**src/rtl/tcrw_pkg.sv**
```systemverilog
`timescale 1ns / 1ps

package tcrw_pkg;

    localparam int ADDR_W    = 16;
    localparam int CHAR_W    = 8;
    localparam int COL_W     = 8;
    localparam int ROW_W     = 7;
    localparam int SCREEN_W  = COL_W + ROW_W;
    localparam int RING_W    = ADDR_W + 1;
    localparam int CFG_IDX_W = 8;
    localparam int CFG_DAT_W = 8;

    localparam int STORE_CELLS        = 1 << ADDR_W;
    localparam int MAX_COLUMNS        = 128;
    localparam int MAX_SCREEN_ROWS    = 64;
    localparam int SCROLLBACK_SCREENS = 8;

    localparam logic [CHAR_W-1:0]    LINE_FEED       = 8'h0A;
    localparam logic                 KIND_WRITE      = 1'b0;
    localparam logic                 KIND_READ       = 1'b1;
    localparam logic [CFG_IDX_W-1:0] REG_COLUMNS     = 8'd0;
    localparam logic [CFG_IDX_W-1:0] REG_SCREEN_ROWS = 8'd1;
    localparam logic [COL_W-1:0]     COLUMNS_RST     = 8'd80;
    localparam logic [ROW_W-1:0]     ROWS_RST        = 7'd28;

    typedef enum logic [3:0] {
        S_CLEAR,
        S_IDLE,
        S_DECODE,
        S_DIVC,
        S_DIVC_WAIT,
        S_STEP,
        S_DIVV,
        S_DIVV_WAIT,
        S_DIST,
        S_SCROLL,
        S_LINE_CHK,
        S_LINE_CLR,
        S_FINISH
    } t_state;

    typedef enum logic [3:0] {
        OP_NONE,
        OP_CAPTURE,
        OP_READ,
        OP_SETUP,
        OP_DIV_COL,
        OP_STEP,
        OP_DIV_VIEW,
        OP_DIST,
        OP_SCROLL,
        OP_LINE_CLR,
        OP_SWEEP,
        OP_FINISH
    } t_dp_op;

    typedef struct packed {
        t_dp_op op;
    } t_cmd;

    typedef struct packed {
        logic kind_read;
        logic eos;
        logic lstart;
        logic div_done;
        logic sweep_last;
        logic lclr_last;
    } t_sts;

endpackage

```
**src/rtl/tcrw_ctrl.sv**
```systemverilog
`timescale 1ns / 1ps

module tcrw_ctrl (
    input  logic           i_clk,
    input  logic           i_rst_n,
    input  logic           i_in_valid,
    output logic           o_in_ready,
    output logic           o_out_valid,
    input  logic           i_out_ready,
    input  tcrw_pkg::t_sts i_sts,
    output tcrw_pkg::t_cmd o_cmd
);
    import tcrw_pkg::*;

    t_state r_state;
    t_state n_state;
    logic   r_out_valid;
    logic   n_out_valid;

    always_ff @(posedge i_clk) begin
        if (!i_rst_n) begin
            r_state     <= S_CLEAR;
            r_out_valid <= 1'b0;
        end else begin
            r_state     <= n_state;
            r_out_valid <= n_out_valid;
        end
    end

    always_comb begin
        n_state     = r_state;
        n_out_valid = r_out_valid && !i_out_ready;
        o_cmd.op    = OP_NONE;
        o_in_ready  = 1'b0;
        unique case (r_state)
            S_CLEAR: begin
                o_cmd.op = OP_SWEEP;
                if (i_sts.sweep_last) begin
                    n_state = S_IDLE;
                end
            end
            S_IDLE: begin
                o_in_ready = 1'b1;
                if (i_in_valid) begin
                    o_cmd.op = OP_CAPTURE;
                    n_state  = S_DECODE;
                end
            end
            S_DECODE: begin
                if (i_sts.kind_read) begin
                    o_cmd.op = OP_READ;
                    n_state  = S_FINISH;
                end else begin
                    o_cmd.op = OP_SETUP;
                    n_state  = S_DIVC;
                end
            end
            S_DIVC: begin
                o_cmd.op = OP_DIV_COL;
                n_state  = S_DIVC_WAIT;
            end
            S_DIVC_WAIT: begin
                if (i_sts.div_done) begin
                    n_state = S_STEP;
                end
            end
            S_STEP: begin
                o_cmd.op = OP_STEP;
                n_state  = i_sts.eos ? S_DIVV : S_LINE_CHK;
            end
            S_DIVV: begin
                o_cmd.op = OP_DIV_VIEW;
                n_state  = S_DIVV_WAIT;
            end
            S_DIVV_WAIT: begin
                if (i_sts.div_done) begin
                    n_state = S_DIST;
                end
            end
            S_DIST: begin
                o_cmd.op = OP_DIST;
                n_state  = S_SCROLL;
            end
            S_SCROLL: begin
                o_cmd.op = OP_SCROLL;
                n_state  = S_LINE_CHK;
            end
            S_LINE_CHK: begin
                n_state = i_sts.lstart ? S_LINE_CLR : S_FINISH;
            end
            S_LINE_CLR: begin
                o_cmd.op = OP_LINE_CLR;
                if (i_sts.lclr_last) begin
                    n_state = S_FINISH;
                end
            end
            S_FINISH: begin
                // Wait here until the output register is free.
                if (!r_out_valid || i_out_ready) begin
                    o_cmd.op    = OP_FINISH;
                    n_out_valid = 1'b1;
                    n_state     = S_IDLE;
                end
            end
            default: begin
                n_state = S_IDLE;
            end
        endcase
    end

    assign o_out_valid = r_out_valid;

endmodule

```
**config.mk**
```make
export PLATFORM = sky130hd
export DESIGN_NAME = tcrw_ctrl
export DESIGN_NICKNAME = d
export VERILOG_FILES = /design/src/rtl/tcrw_pkg.sv /design/src/rtl/tcrw_ctrl.sv
export SDC_FILE = /design/constraint.sdc
export NUM_CORES = 1
export LEC_CHECK = 0
export BUFFER_PORTS_ARGS = -buffer_cell sky130_fd_sc_hd__buf_2
export CORE_UTILIZATION = 40
export CTS_CLUSTER_SIZE = 28
export DETAILED_ROUTE_END_ITERATION = 8
export HOLD_SLACK_MARGIN = 0.1
export PLACE_DENSITY = 0.67
export SKIP_LAST_GASP = 1
export SYNTH_ARGS = -nofsm -noshare
export SYNTH_HDL_FRONTEND = slang
export SYNTH_SLANG_ARGS = --single-unit
```
**constraint.sdc**
```tcl
create_clock -name i_clk -period 1.5 [get_ports i_clk]
set_input_delay 0.225 -clock i_clk [delete_from_list [all_inputs] [get_ports i_clk]]
set_output_delay 0.225 -clock i_clk [all_outputs]
set_load 0.02 [all_outputs]
```
==> summary.txt, run 1 <==
Run status
  – Status: finished, violations left
  – Failing checks: negative setup slack

Detailed routing
  – WL/cell: 17.6 um
  – Routed Antenna Nets: 0
  – DR DRC count: 0
  – Final wirelength: 2380 um
  – Via/cell ratio: 5.78
  – DRT iter0 DRCs: 19
  – DR pass1 iterations: 4
  – Vias: 780

Global route
  – Initial antenna violation count: 0
  – Vias in the first global route: 725
  – All-layer global routing usage: 0.274
  – Largest net degree at the start of global routing: 11
  – Global-route wire length before repair: 2940 um
  – Total grt overflow: 0

Job
  – Max Cap Viol: 0

Timing
  – Final Hold Viols: 0
  – RSZ-0062 raised after global routing: true
  – Slew Limit Fails: 0
  – Final TNS setup: -0.932 ns
  – Minimum clock period: 1.75 ns
  – Rel. slew slack: 0.773
  – F_max: 571 MHz
  – Final period util: 1.17
  – Post-route setup slack: -0.250 ns
  – Final setup vio count: 8
  – Worst-Margin Slew: 0.340 ns
  – Final Skew: 0.00595 ns

Yosys
  – Post-Synthesis Cells: 72
  – Yosys cell types: 37
  – Area leader, netlist: dfxtp_1
  – Post-synth EDFFs: 0
  – Ys flop type: dfxtp_1
  – YS warnings: 0
  – Main area contributors after synthesis: dfxtp_1 (18%), a21oi_1 (11%), o32ai_4 (4.9%), nand2b_1 (4.5%), nor2_1 (4.0%)
  – Synthesized area: 559 um2
  – Mapped Nets: 82
  – Post-synthesis sequential area ratio: 0.179
  – Synth async-reset ratio: 0
  – Syn Area/Cell: 7.77 um2
  – Flops & latches, synth: 5
  – Yosys top cell area share: 0.179

Final layout
  – Final #Nets: 131
  – Final instance area: 1110 um2
  – Syn-to-layout area delta: 98.9%
  – Share of layout cells above drive strength 1: 0.667
  – Antenna cell count: 0
  – Layout fillers: 65

Floorplan
  – Area of the core: 1300 um2
  – Row count: 13
  – Die Y: 39.4 um
  – Starting density of the core: 0.430
  – Die span in x: 39.4 um
  – Die area: 1550 um2
  – # IOs: 16

Worst setup path
  – Crit-path cells: buf_6 > clkinvlp_4 > nor2_1 > o21ai_0 > o21ai_2 > buf_6
  – Max stage delay on crit path: 0.35 ns
  – Stages on worst setup path: 6
  – Crit path top cell by count: buf_6
  – Kind of critical path: reg -> out
  – R2R setup slack: -0.10 ns
  – Critical path buffers and inverters: 3
  – CP max-delay cell: dfxtp_4
  – Worst Path Arrival: 1.53 ns
  – CP endpoint kind: output port
  – Family with the most delay on the worst path: buffers and inverters
  – Req. time, crit path: 1.27 ns
  – Crit start category: register
  – R2r worst-path depth: 7
  – Worst-path maximum fanout: 7

Power
  – Power per cell area: 2180 nW/um2
  – Leakage: 0.476 nW
  – VDD IR max: 1.18 mV
  – Total power: 0.00242 W

Placement
  – Dpl hpwl: 1120 um
  – Placed cell area: 762 um2
  – PortBufs: 15
  – Global placement routability congestion: 0.802

CTS
  – Worst-Skew Late Latency: 0.24 ns
  – CTS Root Cell: clkbuf_4
  – TritonCTS clock tree: built
  – Clock buffer count from CTS: 3
  – TritonCTS Sinks: 5
  – Deepest clock path buffer count: 2
  – CTS H-Tree Depth: 1
  – Worst-path clk slew: 0.05 ns

Hold path
  – WHS Path Cells: 3
  – Hold Path Class: in -> reg
-- power breakdown --
| group | leakage, nW | total [W] | internal [W] | switching [W] |
|---|---|---|---|---|
| logic | 0.418 | 0.00202 | 0.00108 | 0.000935 |
| registers | 0.0434 | 0.000247 | 0.000192 | 0.0000551 |
| clock network | 0.0150 | 0.000153 | 0.000100 | 0.0000522 |
-- layout by cell type (no fill, tap or decap), drive strengths merged --
master and instances:
nor3 1, xor2 1, nand3b 2, o41ai 1, a21o 1, a211oi 2, dfxtp 5, and3b 1
a311oi 1, buf 51, inv 2, o21ai 4, a2111o 1, o311a 1, nand2b 4, clkbuf 4
or4 1, nor2 6, nor2b 1, o21bai 2, or3 2, o22ai 1, a211o 1, o32ai 2
a221oi 1, a32oi 1, nand4bb 1, mux2 1, or2b 1, a21oi 12, o21a 1, clkinvlp 2
nand2 1, a31o 1
-- cells by family (layout without fill, tap and decap cells) --
logic type | Yosys count | count (layout) | share of synthesized area
simple gates | 21 | 21 | 0.224
mux | 1 | 1 | 0.0201
flops | 5 | 5 | 0.179
buf+inv | 11 | 59 | 0.103
xor+xnor | 1 | 1 | 0.0291
compound gates | 33 | 33 | 0.445
-- cell usage after synthesis (all sizes together), types with 4 or more instances --
| master | n |
|---|---|
| dfxtp | 5 |
| nor2 | 6 |
| nand2b | 4 |
| o21ai | 4 |
| buf | 5 |
| inv | 4 |
| a21oi | 12 |
-- worst paths after layout --
kind,start,end
setup / recovery,r_state[0],o_cmd[3]
hold / removal,i_rst_n,r_state[1]
setup reg to reg,r_state[1],r_state[3]
hold reg to reg,o_out_valid,o_out_valid
-- flip-flops by register name, indices dropped and copies added, names as in the netlist --
signal	count
r_state	4
o_out_valid	1
-- area by class of cell --
class                           count  area (um2)  share of cell area
Multi-Input combinational cell     56         509               0.458
Timing Repair Buffer               51         423               0.380
Sequential cell                     5         113               0.101
Clock buffer                        4        26.3              0.0236
Inverter                            4        22.5              0.0202
Tap cell                           15        18.8              0.0169
-- timing repair --
action / CTS / global route
buffers inserted: 13 / 4
hold buffers: 0 / 0
pin swaps: 11 / 6
setup endpoints to repair: 9 / 9
hold endpoints to repair: 0 / 0
gates resized for setup: 31 / 13
-- worst register-to-register path, stage by stage (launching register included) --
cell      delay, ns
dfxtp_2        0.33
buf_6          0.12
or3_4          0.34
buf_6          0.13
o32ai_4        0.16
buf_4          0.17
a211oi_1       0.05
o21a_1         0.18
-- metrics by stage --
stage          utilization  setup slack (ns)  cells  hold slack (ns)
2_1_floorplan            -            0.0210     72            0.343
3_3_place_gp         0.586           -0.0933    114            0.477
3_5_place_dp         0.586            -0.134    114            0.490
4_1_cts              0.788            -0.179    131            0.233
5_1_grt              0.855            -0.300    135            0.233
6_report             0.855            -0.250    135            0.234
-- routing by layer --
layer  wire (um)  global-route usage
met4          55              0.0431
met2        1280               0.542
met5           0                   0
met1         941               0.299
met3         104              0.0511
No activity file was read; power rests on OpenSTA's default activity.
==> run 2: changes to the inputs <==
--- a/config.mk
+++ b/config.mk
@@ -5,6 +5,7 @@
 export SDC_FILE = /design/constraint.sdc
 export NUM_CORES = 1
 export LEC_CHECK = 0
+export ABC_AREA = 1
 export BUFFER_PORTS_ARGS = -buffer_cell sky130_fd_sc_hd__buf_2
 export CORE_UTILIZATION = 40
 export CTS_CLUSTER_SIZE = 28
==> summary.txt, run 2 <==
Yosys
  – Area leader, netlist: dfxtp_1
  – Flops & latches, synth: 5
  – Main area contributors after synthesis: dfxtp_1 (19%), nand2_1 (14%), nor2_1 (10%), inv_1 (8.6%), nand2_2 (7.1%)
  – Syn Area/Cell: 5.71 um2
  – YS warnings: 0
  – Synth cell count leaders: nand2_1 (20), nor2_1 (14), inv_1 (12)
  – Post-synthesis sequential area ratio: 0.190
  – Synth Area in Simple Gates: 0.567
  – Synthesized area: 526 um2
  – Synth async-reset ratio: 0
  – Yosys cell types: 18
  – Largest family of logic cells by synthesized area: simple AND/OR/NAND/NOR gates
  – Adder-Cell Fraction of Synth Area: 0
  – Mux contribution to synthesized area: 0
  – Most frequent cell after synthesis: nand2_1
  – Ys flop type: dfxtp_1
  – Yosys top cell area share: 0.190
  – Mapped Nets: 102
  – Post-Synth XOR/XNOR Area: 0
  – Compound-gate portion of the synthesized area: 0.107
  – Post-Synthesis Cells: 92
  – Post-synth EDFFs: 0

Run status
  – Status: finished, violations left
  – Failing checks: negative setup slack

Detailed routing
  – DR pass1 iterations: 4
  – Via/cell ratio: 5.36
  – Vias: 707
  – Final wirelength: 1660 um
  – DR DRC count: 0
  – WL/cell: 12.6 um
  – DRT iter0 DRCs: 20
  – Routed Antenna Nets: 0

CTS
  – CTS Root Cell: clkbuf_4
  – Clock buffer count from CTS: 3
  – CTS H-Tree Depth: 1
  – Worst-path clk slew: 0.05 ns
  – Worst-Skew Late Latency: 0.25 ns
  – Deepest clock path buffer count: 2
  – TritonCTS clock tree: built
  – TritonCTS Sinks: 5

Worst setup path
  – CP endpoint kind: output port
  – Critical path origin: r_state[2]
  – Kind of critical path: reg -> out
  – Req. time, crit path: 1.27 ns
  – R2r startpoint: r_state[2]
  – Max stage delay on crit path: 0.40 ns
  – Critical path buffers and inverters: 2
  – Family with the most delay on the worst path: flip-flops
  – Worst-path maximum fanout: 6
  – R2R setup slack: 0.17 ns
  – Crit-path cells: inv_4 > nor2_4 > nand2_2 > and2_4 > o211ai_1 > buf_4
  – CP max-delay cell: dfxtp_4
  – Crit start category: register
  – Worst Path Arrival: 1.29 ns

Final layout
  – Most frequent cells in the layout: nand2_1 (13), buf_2 (13), nand2_2 (10), inv_1 (10)
  – Antenna cell count: 0
  – Final Core Density: 0.702
  – Final #Nets: 129
  – Share of layout cells above drive strength 1: 0.525
  – Layout fillers: 102
  – Number of flip-flops under the largest register name: 4
  – Syn-to-layout area delta: 54.5%
  – Largest Register: r_state

Power
  – Sw Ratio: 0.539
  – Pint: 0.000832 W
  – Total power: 0.00180 W
  – Leakage: 0.413 nW
  – Logic pwr share: 0.739
  – VDD IR max: 1.23 mV
  – Flop pwr share: 0.170
  – Clock share of power: 0.091
  – P_sw: 0.000972 W
  – Power per cell area: 2220 nW/um2

Timing
  – Slew Limit Fails: 0
  – Minimum clock period: 1.51 ns
  – Final Hold Viols: 0
  – RSZ-0062 raised after global routing: true
  – Final period util: 1.01
  – Final setup vio count: 3
  – F_max: 661 MHz
  – Rel. slew slack: 0.872
  – Post-route setup slack: -0.0122 ns
  – Final Skew: 0.0127 ns
  – Worst-Margin Slew: 0.190 ns
  – Final hold slack: 0.242 ns

Placement
  – Dpl hpwl: 1160 um
  – Global placement routability congestion: 0.994
  – Pre-CTS WS: 0.0249 ns
  – PortBufs: 15

Floorplan
  – Die area: 1460 um2
  – Starting density of the core: 0.455
  – # IOs: 16
  – Area of the core: 1160 um2
  – Die span in x: 38.2 um
  – Die Y: 38.2 um
  – Row count: 12

Global route
  – Initial antenna violation count: 0
  – Total grt overflow: 0
  – Vias in the first global route: 646
  – Global-route wire length before repair: 2500 um
  – All-layer global routing usage: 0.246
  – Largest net degree at the start of global routing: 7

Hold path
  – Min-Delay Startpoint: i_rst_n
  – Hold Path Class: in -> reg

Job
  – Max Cap Viol: 0
## run 2: changes by cell type in the layout (fill, tap and decap cells not counted), sizes merged, moves of 4 or more
cell	delta
nand2	+25
a21oi	-8
nand4	+4
nand3	+8
nand2b	-4
nor2	+13
buf	-28
inv	+14
## run 2: per-stage QoR
stage / cell area [um2] / instances / TNS (ns)
finish: 812 / 132 / -0.0201
global route: 812 / 132 / -0.218
CTS: 722 / 131 / 0
detailed placement: 637 / 124 / 0
global placement: 637 / 124 / 0
floorplan: 526 / 92 / 0
## run 2: layer usage
layer,wire length [um],up-vias,GRT usage
li1,-,348,-
met1,672,314,0.275
met2,841,39,0.432
met3,114,6,0.0465
met4,31,0,0.134
met5,0,-,0
## run 2: cells by family after synthesis
family / Yosys count
flops: 5
compound gates: 10
buf+inv: 17
simple gates: 60
## run 2: tightest hold or removal path, cell delays in order
cell and delay, ns:
buf_2 0.11, o21ai_0 0.08, nor2_1 0.04
## run 2: power by group through the flow
| stage | clock network [W] | registers, W | logic [W] |
|---|---|---|---|
| 2_1_floorplan | 0 | 0.000222 | 0.000772 |
| 3_3_place_gp | 0 | 0.000247 | 0.00103 |
| 3_5_place_dp | 0 | 0.000248 | 0.00103 |
| 4_1_cts | 0.000164 | 0.000267 | 0.00116 |
| 5_1_grt | 0.000174 | 0.000314 | 0.00142 |
| 6_report | 0.000163 | 0.000307 | 0.00133 |
## run 2: cell type report
class | instances | area, um2 | area share
Inverter | 16 | 67.6 | 0.0832
Multi-Input combinational cell | 70 | 444 | 0.547
Sequential cell | 5 | 113 | 0.139
Clock buffer | 4 | 26.3 | 0.0324
Timing Repair Buffer | 23 | 144 | 0.177
Tap cell | 14 | 17.5 | 0.0216
## run 2: worst paths after layout
path | depth (start not counted) | endpoint
max reg2reg | 9 | r_state[0]
min | 3 | r_state[2]
max | 6 | o_cmd[1]
min reg2reg | 2 | r_state[3]
## run 2: repair_timing
action,in CTS,in global routing
endpoints found under the hold margin,0,0
hold buffers,0,0
resized for setup,17,25
setup endpoints to repair,4,4
setup buffers,3,1
pin swaps,2,6
